<file path="src/hw/rtl/mdn_pkg.sv">
`default_nettype none

package mdn_pkg;

    localparam int CODE_W     = 64;
    localparam int NUM_COORDS = 8;
    localparam int DIMS_W     = 4;
    localparam int RATIO_W    = 4;
    localparam int RATIOS_W   = NUM_COORDS * RATIO_W;
    localparam int CFG_W      = 32;

    localparam int COORD_0_W = 64;
    localparam int COORD_1_W = 32;
    localparam int COORD_2_W = 21;
    localparam int COORD_3_W = 16;
    localparam int COORD_4_W = 12;
    localparam int COORD_5_W = 10;
    localparam int COORD_6_W = 9;
    localparam int COORD_7_W = 8;

    // coordinate width for an n-dimensional code, index 0 unused
    localparam int COORD_W [9] = '{0, 64, 32, 21, 16, 12, 10, 9, 8};

    localparam logic [DIMS_W-1:0]   DIMS_RESET   = 4'd2;
    localparam logic [DIMS_W-1:0]   DIMS_MAX     = 4'd8;
    localparam logic [RATIOS_W-1:0] RATIOS_RESET = 32'h1111_1111;

    typedef enum logic [0:0] {
        REG_DIMENSIONS    = 1'b0,
        REG_SHRINK_RATIOS = 1'b1
    } t_reg_index;

    typedef struct packed {
        logic [DIMS_W-1:0]   dims;
        logic [RATIOS_W-1:0] ratios;
    } t_ctl;

    typedef logic [NUM_COORDS-1:0][CODE_W-1:0] t_coords;

    // component d of v taken as an n-dimensional interleaved code
    function automatic logic [CODE_W-1:0] deinterleave(
        input logic [CODE_W-1:0] v,
        input logic [DIMS_W-1:0] n,
        input int                d
    );
        logic [CODE_W-1:0] r;
        r = '0;
        for (int nn = 1; nn <= NUM_COORDS; nn++) begin
            if (n == DIMS_W'(nn)) begin
                for (int i = 0; i < CODE_W; i++) begin
                    if (i < COORD_W[nn] && i * nn + d < CODE_W) begin
                        r[i] = v[i * nn + d];
                    end
                end
            end
        end
        return r;
    endfunction

    // keep the last component of a k-dimensional split, pass through otherwise
    function automatic logic [CODE_W-1:0] shrink(
        input logic [CODE_W-1:0]  v,
        input logic [RATIO_W-1:0] k
    );
        logic [CODE_W-1:0] r;
        r = v;
        for (int nn = 2; nn <= NUM_COORDS; nn++) begin
            if (k == RATIO_W'(nn)) begin
                r = deinterleave(v, DIMS_W'(nn), nn - 1);
            end
        end
        return r;
    endfunction

endpackage

`default_nettype wire

</file>
<file path="src/hw/rtl/morton_decode_nd_shrink_unit.sv">
`default_nettype none

// Morton (Z-order) decoder: each 64-bit code item is split into up to eight
// coordinates (dimensions register, values 0 and above 8 saturate to 1 and 8),
// then each coordinate is optionally shrunk by its own ratio nibble.
// Throughput is one item per cycle while the output is not stalled. The
// pipeline has three register stages: the input register, the de-interleave
// stage and the shrink stage. Each stage holds its item under backpressure.
// o_coord_valid rises once the item has passed from the input register
// through the de-interleave and shrink stages.
// Register writes apply to items accepted after the write; unused coordinates
// read as zero.
module morton_decode_nd_shrink_unit (
    input  wire logic                             i_clk,
    input  wire logic                             i_rst_n,
    input  wire logic                             i_cfg_we,
    input  wire logic                             i_cfg_index,
    input  wire logic [mdn_pkg::CFG_W-1:0]        i_cfg_wdata,
    input  wire logic                             i_code_valid,
    output logic                                  o_code_ready,
    input  wire logic [mdn_pkg::CODE_W-1:0]       i_code,
    output logic                                  o_coord_valid,
    input  wire logic                             i_coord_ready,
    output logic [mdn_pkg::COORD_0_W-1:0]         o_coord_0,
    output logic [mdn_pkg::COORD_1_W-1:0]         o_coord_1,
    output logic [mdn_pkg::COORD_2_W-1:0]         o_coord_2,
    output logic [mdn_pkg::COORD_3_W-1:0]         o_coord_3,
    output logic [mdn_pkg::COORD_4_W-1:0]         o_coord_4,
    output logic [mdn_pkg::COORD_5_W-1:0]         o_coord_5,
    output logic [mdn_pkg::COORD_6_W-1:0]         o_coord_6,
    output logic [mdn_pkg::COORD_7_W-1:0]         o_coord_7
);

    logic [mdn_pkg::DIMS_W-1:0]   r_dims;
    logic [mdn_pkg::RATIOS_W-1:0] r_ratios;
    logic [mdn_pkg::DIMS_W-1:0]   n_dims;

    logic                         r_s1_valid;
    logic [mdn_pkg::CODE_W-1:0]   r_s1_code;
    mdn_pkg::t_ctl                r_s1_ctl;
    logic                         split_ready;

    logic                         split_valid;
    logic                         shrink_ready;
    mdn_pkg::t_coords             split_coords;
    mdn_pkg::t_ctl                split_ctl;
    mdn_pkg::t_coords             out_coords;

    always_ff @(posedge i_clk) begin
        if (!i_rst_n) begin
            r_dims   <= mdn_pkg::DIMS_RESET;
            r_ratios <= mdn_pkg::RATIOS_RESET;
        end else if (i_cfg_we) begin
            unique case (mdn_pkg::t_reg_index'(i_cfg_index))
                mdn_pkg::REG_DIMENSIONS: begin
                    r_dims <= i_cfg_wdata[mdn_pkg::DIMS_W-1:0];
                end
                mdn_pkg::REG_SHRINK_RATIOS: begin
                    r_ratios <= i_cfg_wdata[mdn_pkg::RATIOS_W-1:0];
                end
                default: begin
                end
            endcase
        end
    end

    // saturate dimension count to 1..8
    always_comb begin
        if (r_dims == '0) begin
            n_dims = mdn_pkg::DIMS_W'(1);
        end else if (r_dims > mdn_pkg::DIMS_MAX) begin
            n_dims = mdn_pkg::DIMS_MAX;
        end else begin
            n_dims = r_dims;
        end
    end

    assign o_code_ready = !r_s1_valid || split_ready;

    always_ff @(posedge i_clk) begin
        if (!i_rst_n) begin
            r_s1_valid <= 1'b0;
        end else if (o_code_ready) begin
            r_s1_valid <= i_code_valid;
        end
    end

    always_ff @(posedge i_clk) begin
        if (o_code_ready && i_code_valid) begin
            r_s1_code       <= i_code;
            r_s1_ctl.dims   <= n_dims;
            r_s1_ctl.ratios <= r_ratios;
        end
    end

    mdn_split u_split (
        .i_clk    (i_clk),
        .i_rst_n  (i_rst_n),
        .i_valid  (r_s1_valid),
        .o_ready  (split_ready),
        .i_code   (r_s1_code),
        .i_ctl    (r_s1_ctl),
        .o_valid  (split_valid),
        .i_ready  (shrink_ready),
        .o_coords (split_coords),
        .o_ctl    (split_ctl)
    );

    mdn_shrink u_shrink (
        .i_clk    (i_clk),
        .i_rst_n  (i_rst_n),
        .i_valid  (split_valid),
        .o_ready  (shrink_ready),
        .i_coords (split_coords),
        .i_ratios (split_ctl.ratios),
        .o_valid  (o_coord_valid),
        .i_ready  (i_coord_ready),
        .o_coords (out_coords)
    );

    assign o_coord_0 = out_coords[0][mdn_pkg::COORD_0_W-1:0];
    assign o_coord_1 = out_coords[1][mdn_pkg::COORD_1_W-1:0];
    assign o_coord_2 = out_coords[2][mdn_pkg::COORD_2_W-1:0];
    assign o_coord_3 = out_coords[3][mdn_pkg::COORD_3_W-1:0];
    assign o_coord_4 = out_coords[4][mdn_pkg::COORD_4_W-1:0];
    assign o_coord_5 = out_coords[5][mdn_pkg::COORD_5_W-1:0];
    assign o_coord_6 = out_coords[6][mdn_pkg::COORD_6_W-1:0];
    assign o_coord_7 = out_coords[7][mdn_pkg::COORD_7_W-1:0];

    // dimension count in flight is always saturated
    a_dims_range: assert property (@(posedge i_clk) disable iff (!i_rst_n)
        r_s1_valid |-> (r_s1_ctl.dims != '0) && (r_s1_ctl.dims <= mdn_pkg::DIMS_MAX))
        else $error("dimension count out of range");

endmodule

`default_nettype wire

</file>
<file path="src/hw/rtl/mdn_split.sv">
`default_nettype none

module mdn_split (
    input  wire logic                           i_clk,
    input  wire logic                           i_rst_n,
    input  wire logic                           i_valid,
    output logic                                o_ready,
    input  wire logic [mdn_pkg::CODE_W-1:0]     i_code,
    input  wire mdn_pkg::t_ctl                  i_ctl,
    output logic                                o_valid,
    input  wire logic                           i_ready,
    output mdn_pkg::t_coords                    o_coords,
    output mdn_pkg::t_ctl                       o_ctl
);

    logic             r_valid;
    mdn_pkg::t_coords r_coords;
    mdn_pkg::t_coords n_coords;
    mdn_pkg::t_ctl    r_ctl;

    assign o_ready = !r_valid || i_ready;

    for (genvar d = 0; d < mdn_pkg::NUM_COORDS; d++) begin : g_coord
        always_comb begin
            if (i_ctl.dims > mdn_pkg::DIMS_W'(d)) begin
                n_coords[d] = mdn_pkg::deinterleave(i_code, i_ctl.dims, d);
            end else begin
                n_coords[d] = '0;
            end
        end
    end

    always_ff @(posedge i_clk) begin
        if (!i_rst_n) begin
            r_valid <= 1'b0;
        end else if (o_ready) begin
            r_valid <= i_valid;
        end
    end

    always_ff @(posedge i_clk) begin
        if (o_ready && i_valid) begin
            r_coords <= n_coords;
            r_ctl    <= i_ctl;
        end
    end

    assign o_valid  = r_valid;
    assign o_coords = r_coords;
    assign o_ctl    = r_ctl;

    // the last coordinate is only populated at full dimension count
    a_unused_zero: assert property (@(posedge i_clk) disable iff (!i_rst_n)
        r_valid |-> (r_ctl.dims == mdn_pkg::DIMS_MAX)
                    || (r_coords[mdn_pkg::NUM_COORDS-1] == '0))
        else $error("unused coordinate not zero");

endmodule

`default_nettype wire

</file>
<file path="src/hw/rtl/mdn_shrink.sv">
`default_nettype none

module mdn_shrink (
    input  wire logic                           i_clk,
    input  wire logic                           i_rst_n,
    input  wire logic                           i_valid,
    output logic                                o_ready,
    input  wire mdn_pkg::t_coords               i_coords,
    input  wire logic [mdn_pkg::RATIOS_W-1:0]   i_ratios,
    output logic                                o_valid,
    input  wire logic                           i_ready,
    output mdn_pkg::t_coords                    o_coords
);

    logic             r_valid;
    mdn_pkg::t_coords r_coords;
    mdn_pkg::t_coords n_coords;

    assign o_ready = !r_valid || i_ready;

    for (genvar d = 0; d < mdn_pkg::NUM_COORDS; d++) begin : g_coord
        assign n_coords[d] = mdn_pkg::shrink(
            i_coords[d], i_ratios[d*mdn_pkg::RATIO_W +: mdn_pkg::RATIO_W]);
    end

    always_ff @(posedge i_clk) begin
        if (!i_rst_n) begin
            r_valid <= 1'b0;
        end else if (o_ready) begin
            r_valid <= i_valid;
        end
    end

    always_ff @(posedge i_clk) begin
        if (o_ready && i_valid) begin
            r_coords <= n_coords;
        end
    end

    assign o_valid  = r_valid;
    assign o_coords = r_coords;

    // a ratio of one leaves the coordinate untouched
    a_ratio_one_pass: assert property (@(posedge i_clk) disable iff (!i_rst_n)
        (o_ready && i_valid && i_ratios[mdn_pkg::RATIO_W-1:0] == mdn_pkg::RATIO_W'(1))
        |=> r_coords[0] == $past(i_coords[0]))
        else $error("coordinate changed at ratio one");

endmodule

`default_nettype wire
</file>
<file path="config.mk">
export PLATFORM = sky130hd
export DESIGN_NAME = morton_decode_nd_shrink_unit
export DESIGN_NICKNAME = d
export VERILOG_FILES = /design/src/hw/rtl/mdn_pkg.sv /design/src/hw/rtl/morton_decode_nd_shrink_unit.sv /design/src/hw/rtl/mdn_split.sv /design/src/hw/rtl/mdn_shrink.sv
export SDC_FILE = /design/constraint.sdc
export NUM_CORES = 1
export LEC_CHECK = 0
export BUFFER_PORTS_ARGS = -buffer_cell sky130_fd_sc_hd__buf_4
export CAP_MARGIN = 20
export CORE_ASPECT_RATIO = 1.1
export CORE_MARGIN = 10
export CORE_UTILIZATION = 30
export DETAILED_ROUTE_END_ITERATION = 16
export GPL_TIMING_DRIVEN = 0
export PLACE_DENSITY = 0.46
export SYNTH_ARGS = -nofsm -noshare
export SYNTH_HDL_FRONTEND = slang
export SYNTH_SLANG_ARGS = --single-unit
</file>
<file path="constraint.sdc">
create_clock -name i_clk -period 35.2 [get_ports i_clk]
set_clock_uncertainty 0.2 [all_clocks]
set_input_delay 7.04 -clock i_clk [delete_from_list [all_inputs] [get_ports i_clk]]
set_output_delay 7.04 -clock i_clk [all_outputs]
set_load 0.02 [all_outputs]
</file>
* After elaboration in Yosys (flattened, before gate mapping)
Cells that the tools add are included.
Word-level totals: flip-flop bits (word level) 814, latch bits 0, bits in writable memories 0, bits in read-only memories 0, bits of input ports 102, output and inout bits 174, word-level logic and storage cells 307, memories 0
Operators by class: add/subtract/negate cells 0, multipliers 0, div/mod/pow operators 0, order comparisons 9, equality and inequality tests 64, shift-type cells 0, muxes and demuxes 129, bitwise gates (word level) 1, reductions and logical operators 42
Operators with widths (count):
- $mux W21 | 12
- $mux W30 | 8
- $mux W12 | 16
- $mux W32 | 6
- $mux W10 | 18
- $mux W9 | 20
- $mux W8 | 22
- $mux W16 | 10
- $eq A4 B3 Y1 const B | 36
- $mux W20 | 6
- $mux W28 | 4
- $eq A4 B2 Y1 const B | 18
- $mux W15 | 4
- $mux W19 | 2
- $eq A4 B4 Y1 const B | 9
- $reduce_and A2 Y1 | 10
- $gt A4 B3 Y1 const B | 4
- $reduce_or A4 Y1 | 4
- $reduce_or A3 Y1 | 5
- $reduce_or A5 Y1 | 3
- $reduce_or A2 Y1 | 7
- $reduce_or A6 Y1 | 2
- $gt A4 B1 Y1 const B | 2
- $gt A4 B2 Y1 const B | 2
- 9 further kinds | 15

* Depth between registers and ports, before layout
Gate-level depths: netlist (run 1).
depth after elaboration 10, gate-level depth with buffers 9, mapped depth without buffers 5

* Hierarchy
A second synthesis (run 1) with hierarchy kept.
Second synthesis, totals: cells, all modules 4562, area total of the unflattened synthesis 54193.2 um^2
Modules (own cells, without submodules):
- mdn_shrink | times used 1, cells an instance 2909, area each 28802.6 um^2, sequential area each 15394.8 um^2
- mdn_split | times used 1, cells an instance 1379, area each 20779.9 um^2, sequential area each 15635.0 um^2
- morton_decode_nd_shrink_unit | times used 1, cells an instance 274, area each 4610.7 um^2, sequential area each 3743.6 um^2

* Least setup slack after synthesis (run 1)
No wires, ideal clock.
path kind input-to-reg, from input port i_coord_ready, to register u_split.r_coords (netlist bit u_split.o_coords[0]) (enable), library setup time 1.694 ns, arrival 34.218 ns, required time 33.306 ns, setup slack -0.912 ns, stages 2, path buffers 0, path through nor2b_1 > a21boi_0
On the way: word-level cells in the longest chain between the ends 3
Ends and longest elaborated chain:
- start: declaration | line morton_decode_nd_shrink_unit.sv:23 | input wire logic i_coord_ready,
- $logic_or A1 B1 Y1 | line mdn_shrink.sv:19 | assign o_ready = !r_valid || i_ready;
- $logic_or A1 B1 Y1 | line mdn_split.sv:21 | assign o_ready = !r_valid || i_ready;
- $logic_and A1 B1 Y1 | line mdn_split.sv:42 | if (o_ready && i_valid) begin
- end signal: assignment | line mdn_split.sv:43 | r_coords <= n_coords;
- end: declaration | line mdn_split.sv:17 | mdn_pkg::t_coords r_coords;
Every way passes these cells. A chain may end at the register's enable or synchronous reset.

* Worst setup path in the final report (run 1)
from input port i_coord_ready, to output port o_code_ready
On the way: word-level cells in the longest chain between the ends 3
Ends and longest elaborated chain:
- $logic_or A1 B1 Y1 | line mdn_shrink.sv:19
- $logic_or A1 B1 Y1 | line mdn_split.sv:21
- $logic_or A1 B1 Y1 | line morton_decode_nd_shrink_unit.sv:78 | assign o_code_ready = !r_s1_valid || split_ready;
- end: declaration | line morton_decode_nd_shrink_unit.sv:20 | output logic o_code_ready,
Every way passes these cells.

==> results, run 1 <==
- The number of pins exceeding their max-slew limit in the final report was 0.
- Static timing analysis puts the maximum clock frequency at between 0.06 and 0.07 GHz.
- In the synthesized netlist, the cells that appear most often are sky130_fd_sc_hd__edfxtp_1, sky130_fd_sc_hd__nand2_1, sky130_fd_sc_hd__a21oi_1, sky130_fd_sc_hd__nor2_1, sky130_fd_sc_hd__o21ai_0.
- Setup violations remaining at the end of the flow were counted as 0.
- The number of nets with antenna violations after routing is 0.
- The end point of the worst hold path is u_split.o_ctl[2]$_DFFE_PP_.
- The later pin in the worst-skew pair is clocked with a latency of between 0.7 and 0.8 ns.
- The area share of and/or/nand/nor cells after synthesis is 13.1%.
- The register bit count reported by yosys is ~690.
- After technology mapping, the gate count stands at about 3100.
- Summed over all cells, the static leakage comes to approximately 15 nW.
- The first global-routing pass estimated around 210000 um of wire.
- The diode insertion count for antenna repair is 0.
- Setup repair after global routing left no endpoint under its margin.
- The effective utilization at floorplan is 30.1%.
- After clock tree synthesis, the repair step resized 0 gates.
- The count of max-cap constraint violations is 0.
- The number of remaining DRC errors is 0.
- The smallest clock period supported by the final layout is computed as about 15 ns.
- The area overhead of the layout relative to synthesis is 23.0%.
- The data required time at the worst endpoint is 27.96 ns.
- The die is around 340 um wide.
- The initial antenna violation count is 9.
- The number of DRC markers after the initial detailed-route iteration is approximately 2900.
- For this run, the register share of the synthesized area comes to between 50% and 60%.
- The pin count of the biggest net entering global routing is 38.
- In this run the cell area of the synthesized design comes to about 34000 um^2.
- The number of hold buffers added after CTS was 0.
- Of the total synthesized cell area, the portion taken by XOR and XNOR cells is 0%.
- Buffers placed on the I/O ports in this run total around 270.
- The first detailed-routing pass ran for 6 iterations.
- The worst reg-to-reg path cell count is 5.
- Once the clock tree was built, the setup fixing pass inserted 0 buffers.
- The aggregate global-route resource usage is 23.0%.
- The post-CTS clock slew at the launch and capture registers of the worst setup and hold paths is 0.06 ns.
- The placed instances occupy a cell area of 39500 um^2.
- The largest family of logic cells by synthesized area is compound AO/OA/AOI/OAI gates.
- The netlist uses 90 different library cells.
- In this run the count of I/O pins placed on the die edge is between 200 and 300.
- The worst-case IR drop observed on VDD is between 0.00003 and 0.00004 V.
- The type of element capturing the critical path is a primary output.
- The die covers 128000 um^2.
- The clock net in this run drives a total of 688 sinks.
- The adder-cell share of the synthesized area is 0%.
- The transition at the pin with the smallest max-transition slack is approximately 1.3 ns.
- In this run the critical register-to-register path is launched from r_s1_ctl[35]$_SDFFCE_PP0P_.
- The multiplexer share of the synthesized area is around 3.5%.
- The worst reg2reg path endpoint is u_split.o_coords[1]$_SDFFCE_PP0P_.
- The final weighted congestion of routability-driven global placement is around 1.
- The largest total area in the synthesized netlist belongs to sky130_fd_sc_hd__edfxtp_1.
- The number of global-route vias before repair is around 28000.
- In this run the vertical extent of the chip is approximately 370 um.
- At the end of the flow, the number of nets in the layout was roughly 3800.
- The number of H-tree levels is 3.
- Yosys attributes the largest share of cell area to sky130_fd_sc_hd__edfxtp_1, sky130_fd_sc_hd__a21oi_1, sky130_fd_sc_hd__nand2_1.
- The overall overflow remaining after global route is 0.
- A synthesized cell averages between 10 and 15 um^2.
- The worst slew slack as a fraction of its limit is about 16%.
- The TritonCTS clock tree is built.
- The number of rows in the core area is 130.
- In this run the standard cell core region covers 114000 um^2.
- Counting along the longest clock path gives a buffer depth of 3.
- The biggest fanout along the worst timing path is 6.
- Of the cells placed in the final design, the portion with a size suffix greater than 1 is between 10% and 20%.
- The top flip-flop cell by instance count after synthesis is sky130_fd_sc_hd__edfxtp_1.
- After routing the design area is roughly 42000 um^2.
- The run finished with clean final reports.
- The setup slack of the worst register-to-register path is ~32 ns.
- Of the post-synthesis cell area, the dominant cell type holds a little under three fifths.
- The final hold violation count came to 0.
- Buffers inserted during clock tree synthesis total 80.
- The start point of the worst hold path is r_s1_ctl[2]$_DFFE_PP_.
- Dividing the detail-routed wire length by the instance count gives about 29 um.
- Once layout is complete, the utilization of the core stands at 37.1%.
- Wires add up to around 150000 um.
- The count of cells in the finished layout, fillers not included, comes to about 5300.
- The worst hold path was traced through 0 stages.
- The critical path arrival is 8.14 ns.
- The number of vias per cell is approximately 5.4.
- The worst min-delay path class is reg -> reg.
- The yosys synthesis warning count is 0.
- The fraction of the cycle the final worst path needs is between 40% and 50%.
- By startpoint and endpoint, the worst setup path is classified as in -> out.
- Counting flops with an async set or reset pin after synthesis yields a share of 0%.
- The startpoint class of the critical path is an input port.
- The synthesized netlist devotes between 20% and 30% of its cell area to compound gates.
- The synthesized design contains between 600 and 700 enable-type register cells.
- In this run the clock root is driven by a sky130_fd_sc_hd__clkbuf_16.
- Detailed placement finished with a half-perimeter wire length of between 100000 and 150000 um.
- Once placement completed, the tool counted placed cells totaling just over 5000.
- For this design the ratio of total power to cell area is between 40 and 50 nW/um^2.
- The number of vias in the routed layout is ~29000.
- The most frequently used cell type in the post-synthesis netlist is sky130_fd_sc_hd__edfxtp_1.
==> worst max path at each step <==
stage | slack, ns | end | startpoint
finish | 19.82 | o_code_ready | i_coord_ready
global route | 19.75 | o_code_ready | i_coord_ready
detailed placement | 19.82 | o_code_ready | i_coord_ready
global placement | -0.31 | u_split.o_coords[181]$_SDFFCE_PN0P_ | i_coord_ready
CTS | 19.81 | o_code_ready | i_coord_ready
floorplan | 9.03 | u_split.o_coords[0]$_SDFFCE_PP0P_ | i_coord_ready
==> layout by cell type, fill, tap and decap left out, types with 32 or more instances in the layout <==
cell,synthesis,layout
sky130_fd_sc_hd__o221ai_1,32,32
sky130_fd_sc_hd__a22o_1,37,37
sky130_fd_sc_hd__o22ai_1,79,79
sky130_fd_sc_hd__conb_1,1,173
sky130_fd_sc_hd__nor2_1,259,259
sky130_fd_sc_hd__a221oi_1,32,32
sky130_fd_sc_hd__nand2_1,328,328
sky130_fd_sc_hd__inv_1,43,43
sky130_fd_sc_hd__o21ai_0,230,230
sky130_fd_sc_hd__edfxtp_1,649,649
sky130_fd_sc_hd__a22oi_1,61,61
sky130_fd_sc_hd__a211oi_1,81,81
sky130_fd_sc_hd__nand2b_1,33,33
sky130_fd_sc_hd__clkbuf_16,0,82
sky130_fd_sc_hd__clkbuf_1,125,141
sky130_fd_sc_hd__a21oi_1,321,321
sky130_fd_sc_hd__buf_2,108,109
sky130_fd_sc_hd__nor2b_1,78,77
sky130_fd_sc_hd__buf_4,11,285
sky130_fd_sc_hd__dfxtp_1,39,39
sky130_fd_sc_hd__and2_1,85,85
sky130_fd_sc_hd__mux2i_1,104,104
sky130_fd_sc_hd__nor3_1,36,36
==> sequential cells by signal (all words and copies together) (netlist names) <==
name	cells
r_dims	4
u_shrink.o_valid	1
r_s1_ctl	36
u_shrink.o_coords	172
r_s1_valid	1
u_split.o_ctl	32
u_split.o_valid	1
r_ratios	32
r_s1_code	64
u_split.o_coords	345
==> routing by layer <==
metal | vias to the layer above | GRT usage (%) | routed length (um)
met5 | - | 0 | 66
met4 | 10 | 9.42 | 6420
met3 | 303 | 4.42 | 10500
met2 | 1289 | 36.9 | 70700
met1 | 14200 | 30.2 | 64100
li1 | 12800 | - | -
==> critical path, cell delays in order <==
cell	delay [ns]
sky130_fd_sc_hd__buf_4	0.11
sky130_fd_sc_hd__nor2b_1	0.59
sky130_fd_sc_hd__nand3_1	0.19
sky130_fd_sc_hd__buf_4	0.20
==> cells by family after synthesis <==
| kind of cell | Yosys count |
|---|---|
| AOI/OAI and AO/OA | 1082 |
| buffers and inverters | 308 |
| DFF | 688 |
| muxes | 117 |
| other | 1 |
| and+or+nand+nor | 934 |
==> cell type report <==
type | instances | area, um^2
fillers | 11400 | 71700
clock inverters | 44 | 467
plain buffers | 260 | 1210
clock buffers | 104 | 2190
repair buffers | 304 | 2650
flip-flops and latches | 688 | 20300
inverters | 48 | 180
multi-input cells | 2306 | 13300
well taps | 1518 | 1900
==> stage by stage <==
stage               hold slack [ns]  setup WS, ns  TNS, ns  power, W
floorplan                     0.200          9.03        0   0.00114
global route                  0.211         19.75        0   0.00217
global placement              0.201        -0.314   -88.60   0.00128
detailed placement            0.205         19.82        0   0.00126
finish                        0.203         19.82        0   0.00209
CTS                           0.196         19.81        0   0.00212
==> power by group <==
group / switching [W] / total [W] / internal [W]
registers: 0.0000428 / 0.000986 / 0.000943
clock network: 0.000350 / 0.000844 / 0.000494
logic: 0.000180 / 0.000264 / 0.0000850
total: 0.000572 / 0.00209 / 0.00152
Power figures use the tool's default switching activity.
==> run 2, diff against run 1 <==
--- a/config.mk
+++ b/config.mk
@@ -5,6 +5,7 @@
 export SDC_FILE = /design/constraint.sdc
 export NUM_CORES = 1
 export LEC_CHECK = 0
+export ABC_AREA = 1
 export BUFFER_PORTS_ARGS = -buffer_cell sky130_fd_sc_hd__buf_4
 export CAP_MARGIN = 20
 export CORE_ASPECT_RATIO = 1.1
@@ -12,7 +13,7 @@
 export CORE_UTILIZATION = 30
 export DETAILED_ROUTE_END_ITERATION = 16
 export GPL_TIMING_DRIVEN = 0
-export PLACE_DENSITY = 0.46
+export PLACE_DENSITY = 0.45
 export SYNTH_ARGS = -nofsm -noshare
 export SYNTH_HDL_FRONTEND = slang
 export SYNTH_SLANG_ARGS = --single-unit
==> constraint.sdc (replaced) <==
create_clock -name i_clk -period 14.3 [get_ports i_clk]
set_clock_uncertainty 0.2 [all_clocks]
set_input_delay 2.86 -clock i_clk [delete_from_list [all_inputs] [get_ports i_clk]]
set_output_delay 2.86 -clock i_clk [all_outputs]
set_load 0.02 [all_outputs]
==> run 2 against run 1 <==
Count of clock-buffer cells in the layout fell by 4. Non-clock buffer count fell by 139. Cell area fell by 4.8%. Area after synthesis fell by 4.5%. Critical path depth rose by 2. Die area fell by 4.3%. Total power rose by 140%. Clock power rose by 150%. Combinational power rose by 97%. Worst setup slack got worse by 12 ns. First-iteration DRC count fell by 4.8%.
==> results, run 2 <==
- The total power is 0.00499 W (was 0.00209 W).
- The register bit count reported by yosys is 688 (unchanged).
- The effective utilization at floorplan is 30.1% (about the same).
- The number of rows in the core area is 127 (was 130).
- The height of the die is 367 um (was 375 um).
- The post-synthesis sequential area ratio is 61.9% (was 59.1%).
- The number of vias per cell is 4.96 (was 5.44).
- Highest-count cells in the layout ignoring fill and taps: sky130_fd_sc_hd__nand2_1, sky130_fd_sc_hd__edfxtp_1, sky130_fd_sc_hd__inv_1, sky130_fd_sc_hd__nor2_1, sky130_fd_sc_hd__o21ai_0 (was sky130_fd_sc_hd__edfxtp_1, sky130_fd_sc_hd__nand2_1, sky130_fd_sc_hd__a21oi_1, sky130_fd_sc_hd__buf_4, sky130_fd_sc_hd__nor2_1).
- The data required time at the worst endpoint is 11.24 ns (was 27.96 ns).
- The total clock buffers created by CTS came to 79 (was 80).
- Commonest cells post-synth: sky130_fd_sc_hd__nand2_1, sky130_fd_sc_hd__edfxtp_1, sky130_fd_sc_hd__inv_1, sky130_fd_sc_hd__nor2_1, sky130_fd_sc_hd__o21ai_0 (was sky130_fd_sc_hd__edfxtp_1, sky130_fd_sc_hd__nand2_1, sky130_fd_sc_hd__a21oi_1, sky130_fd_sc_hd__nor2_1, sky130_fd_sc_hd__o21ai_0).
- Status: finished clean (unchanged).
- The count of buffers from port buffering is 274 (unchanged).
- The count of placed standard cells including taps is 5360 (was 5124).
- The number of cells in the finished layout apart from fillers is 5507 (was 5272).
- The pin count of the biggest net entering global routing is 128 (was 38).
- The worst vdd rail ir drop is 0.0000845 V (was 0.0000343 V).
- The die area came to 123000 um^2 (was 128000 um^2).
- The worst reg2reg path endpoint is u_split.o_coords[7]$_SDFFCE_PP0P_ (was u_split.o_coords[1]$_SDFFCE_PP0P_).
- The count of max-cap constraint violations is 0 (unchanged).
- The number of flip-flops under the largest register name was 345 (unchanged).
- Unrepaired setup endpoints after global routing: false (unchanged).
- The area overhead of the layout relative to synthesis is 22.6% (was 23.0%).
- After layout, the worst path uses 46.4% of the clock period.
- The number of vias in the routed layout is 27300 (was 28700).
- The total number of nets in the final design came to 4124 (was 3790).
- The peak clock frequency supported by timing is roughly 0.15 GHz.
- The setup slack of the worst register-to-register path is 10.48 ns (was 31.57 ns).
- The core region area is 109000 um^2 (was 114000 um^2).
- The number of global-route vias before repair is 26500 (was 28300).
- The total power per unit cell area is 124 nW/um^2 (was 49.6 nW/um^2).
- The top flip-flop cell by instance count after synthesis is sky130_fd_sc_hd__edfxtp_1 (unchanged).
- The worst min-delay path class is reg -> reg (unchanged).
- The critical path arrival came to 3.58 ns (was 8.14 ns).
- The worst slew slack as a fraction of its limit came to 19.6% (was 16.2%).
- The worst reg-to-reg path cell count was 6 (was 5).
- The count of flip-flops with a built-in enable after synthesis is 649 (unchanged).
- The wire length after detailed routing was 134000 um (was 152000 um).
- The routed wire length per instance is 24.3 um (was 28.8 um).
- The number of DRC markers after the initial detailed-route iteration was 2713 (was 2850).
- The most frequently used cell type in the post-synthesis netlist is sky130_fd_sc_hd__nand2_1 (was sky130_fd_sc_hd__edfxtp_1).
- The width of the chip was 335 um (was 342 um).
- The clock latency on the worst-skew pair was 0.65 ns (was 0.71 ns).
- The leakage power figure is 16.6 nW (was 15.2 nW).
- Counting I/O delays and the setup requirement, the final critical path takes 6.64 ns.
- The biggest fanout along the worst timing path was 3 (was 6).
- The TritonCTS clock tree is built (unchanged).
- The post-synthesis instance total is 3484 (was 3130).
- The HPWL reported at the end of detailed placement is 101000 um (was 111000 um).
- The number of pins exceeding their max-slew limit in the final report is 0 (unchanged).
- The deepest clock path buffer count is 3 (unchanged).
- The transition at the pin with the smallest max-transition slack is 1.21 ns (was 1.26 ns).
- The number of nets with antenna violations after routing is 0 (unchanged).
- The post-CTS clock slew at the launch and capture registers of the worst setup and hold paths came to 0.06 ns (about the same).
- The average size of a mapped cell was 9.40 um^2 (was 11.0 um^2).
- The overall overflow remaining after global route is 0 (unchanged).
- The slack of the critical path came to 7.66 ns (was 19.82 ns).
- The type of element capturing the critical path is a primary output (unchanged).
- The total iterations of the first detailed-routing run is 7 (was 6).
- The aggregate global-route resource usage came to 21.1% (was 23.0%).
- The yosys synthesis warning count is 0 (unchanged).
- The number of unique standard cell types used by synthesis was 44 (was 90).
- The startpoint class of the critical path is an input port (unchanged).
- The category of the critical setup timing path is in -> out (unchanged).
- The fraction of layout instances using a drive strength above 1 was 12.2% (was 16.0%).
- The start point of the critical path is i_coord_ready (unchanged).
- The final weighted congestion of routability-driven global placement is 1.00 (was 0.995).
- The largest area contributor in the netlist is sky130_fd_sc_hd__edfxtp_1 (unchanged).
- The launching point of the worst reg2reg path was r_s1_ctl[32]$_SDFFCE_PP1P_ (was r_s1_ctl[35]$_SDFFCE_PP0P_).
- The number of filler instances in the final layout came to 11200 (was 11400).
- The netlist area before placement is 32800 um^2 (was 34300 um^2).
- The number of H-tree levels is 3 (unchanged).
- The final hold violation count is 0 (unchanged).
- The setup fix buffers added after clock tree synthesis is 0 (unchanged).
- The number of setup violations in the final report is 0 (unchanged).
- The worst setup slack after placement is 7.65 ns (was 19.82 ns).
- The worst setup path endpoint is o_code_ready (unchanged).
- The async set or reset register ratio after synthesis came to 0% (unchanged).
- The most common cell after layout, fill and taps aside is sky130_fd_sc_hd__nand2_1 (was sky130_fd_sc_hd__edfxtp_1).
- The portion of synthesized cell area occupied by the leading cell type is 59.5% (was 56.8%).
- The wire length of the first global-routing pass is 190000 um (was 215000 um).
- The initial antenna violation count is 6 (was 9).
- The clock sink count is 688 (unchanged).
- The number of remaining DRC errors is 0 (unchanged).
- The post-cts gate resize count is 0 (unchanged).
- Leading cell types by total area after synthesis: sky130_fd_sc_hd__edfxtp_1, sky130_fd_sc_hd__nand2_1, sky130_fd_sc_hd__o21ai_0 (was sky130_fd_sc_hd__edfxtp_1, sky130_fd_sc_hd__a21oi_1, sky130_fd_sc_hd__nand2_1).
- The clock tree root buffer cell is sky130_fd_sc_hd__clkbuf_16 (unchanged).
- The hold buffer count at cts came to 0 (unchanged).
- The number of top-level pins was 276 (unchanged).
## run 2: cell count changes after synthesis, moves of 37 or more
cell	delta
sky130_fd_sc_hd__inv_1	+371
sky130_fd_sc_hd__nor2_1	+128
sky130_fd_sc_hd__nand2_1	+474
sky130_fd_sc_hd__mux2i_1	-99
sky130_fd_sc_hd__and2_1	-85
sky130_fd_sc_hd__nor2b_1	-78
sky130_fd_sc_hd__a211oi_1	-74
sky130_fd_sc_hd__o22ai_1	-56
sky130_fd_sc_hd__a22o_1	-37
sky130_fd_sc_hd__nand3_1	+137
sky130_fd_sc_hd__a22oi_1	-61
sky130_fd_sc_hd__a21oi_1	-87
sky130_fd_sc_hd__buf_2	-63
sky130_fd_sc_hd__o21ai_0	+97
## run 2: routing by layer
metal	part of all wire (%)	routed length (um)	global-route usage, %	vias to the layer above
li1	-	-	-	12800
met1	43	58100	28.2	13100
met2	46	61800	33.6	1091
met3	6.6	8890	3.95	245
met4	3.8	5110	8.38	8
met5	0.043	57	0	-
## run 2: metrics by stage
stage	setup TNS (ns)	cell area (um^2)	util (%)	hold WS, ns
finish	0	40200	37.0	0.217
global placement	-829.99	37200	34.3	0.202
global route	0	40200	36.9	0.221
CTS	0	40200	36.9	0.218
detailed placement	0	37500	34.5	0.205
floorplan	0	33400	-	0.200
## run 2: worst max-delay path, cell delays in order
cell                      delay, ns
sky130_fd_sc_hd__buf_4         0.11
sky130_fd_sc_hd__inv_1         0.10
sky130_fd_sc_hd__nand2_1       0.08
sky130_fd_sc_hd__nor2_1        0.14
sky130_fd_sc_hd__nand2_1       0.11
sky130_fd_sc_hd__buf_4         0.17
## run 2: worst min-delay path by stage
stage	startpoint	end	slack (ns)	cells past startpoint
finish	r_s1_ctl[27]$_DFFE_PP_	u_split.o_ctl[27]$_DFFE_PP_	0.22	0
global route	r_s1_ctl[21]$_DFFE_PP_	u_split.o_ctl[21]$_DFFE_PP_	0.22	0
floorplan	r_s1_ctl[0]$_DFFE_PP_	u_split.o_ctl[0]$_DFFE_PP_	0.20	0
CTS	r_s1_ctl[21]$_DFFE_PP_	u_split.o_ctl[21]$_DFFE_PP_	0.22	0
detailed placement	r_s1_ctl[20]$_DFFE_PP_	u_split.o_ctl[20]$_DFFE_PP_	0.20	0
global placement	r_s1_ctl[20]$_DFFE_PP_	u_split.o_ctl[20]$_DFFE_PP_	0.20	0
## run 2: logic make-up after synthesis
logic type	Yosys count	synth area share, %
and+or+nand+nor	1499	19.0
AOI/OAI and AO/OA	724	12.3
DFF	688	61.9
buffers and inverters	567	6.69
muxes	5	0.153
other	1	0.0114
## run 2: layout make-up
class / count / area [um^2] / area share (%)
Clock inverter: 45 / 523 / 1.30
Inverter: 427 / 1620 / 4.02
Timing Repair Buffer: 285 / 2300 / 5.73
Antenna cell: 2 / 5.00 / 0.0125
Clock buffer: 100 / 2120 / 5.28
Multi-Input combinational cell: 2401 / 11000 / 27.3
Buffer: 140 / 589 / 1.47
Tap cell: 1419 / 1780 / 4.42
Sequential cell: 688 / 20300 / 50.5
## run 2: report_power, final
part / internal [W] / total, W / switching (W) / leakage [nW]
logic: 0.000148 / 0.000521 / 0.000374 / 8.84
registers: 0.00233 / 0.00240 / 0.0000765 / 6.51
clock network: 0.00124 / 0.00207 / 0.000834 / 1.27
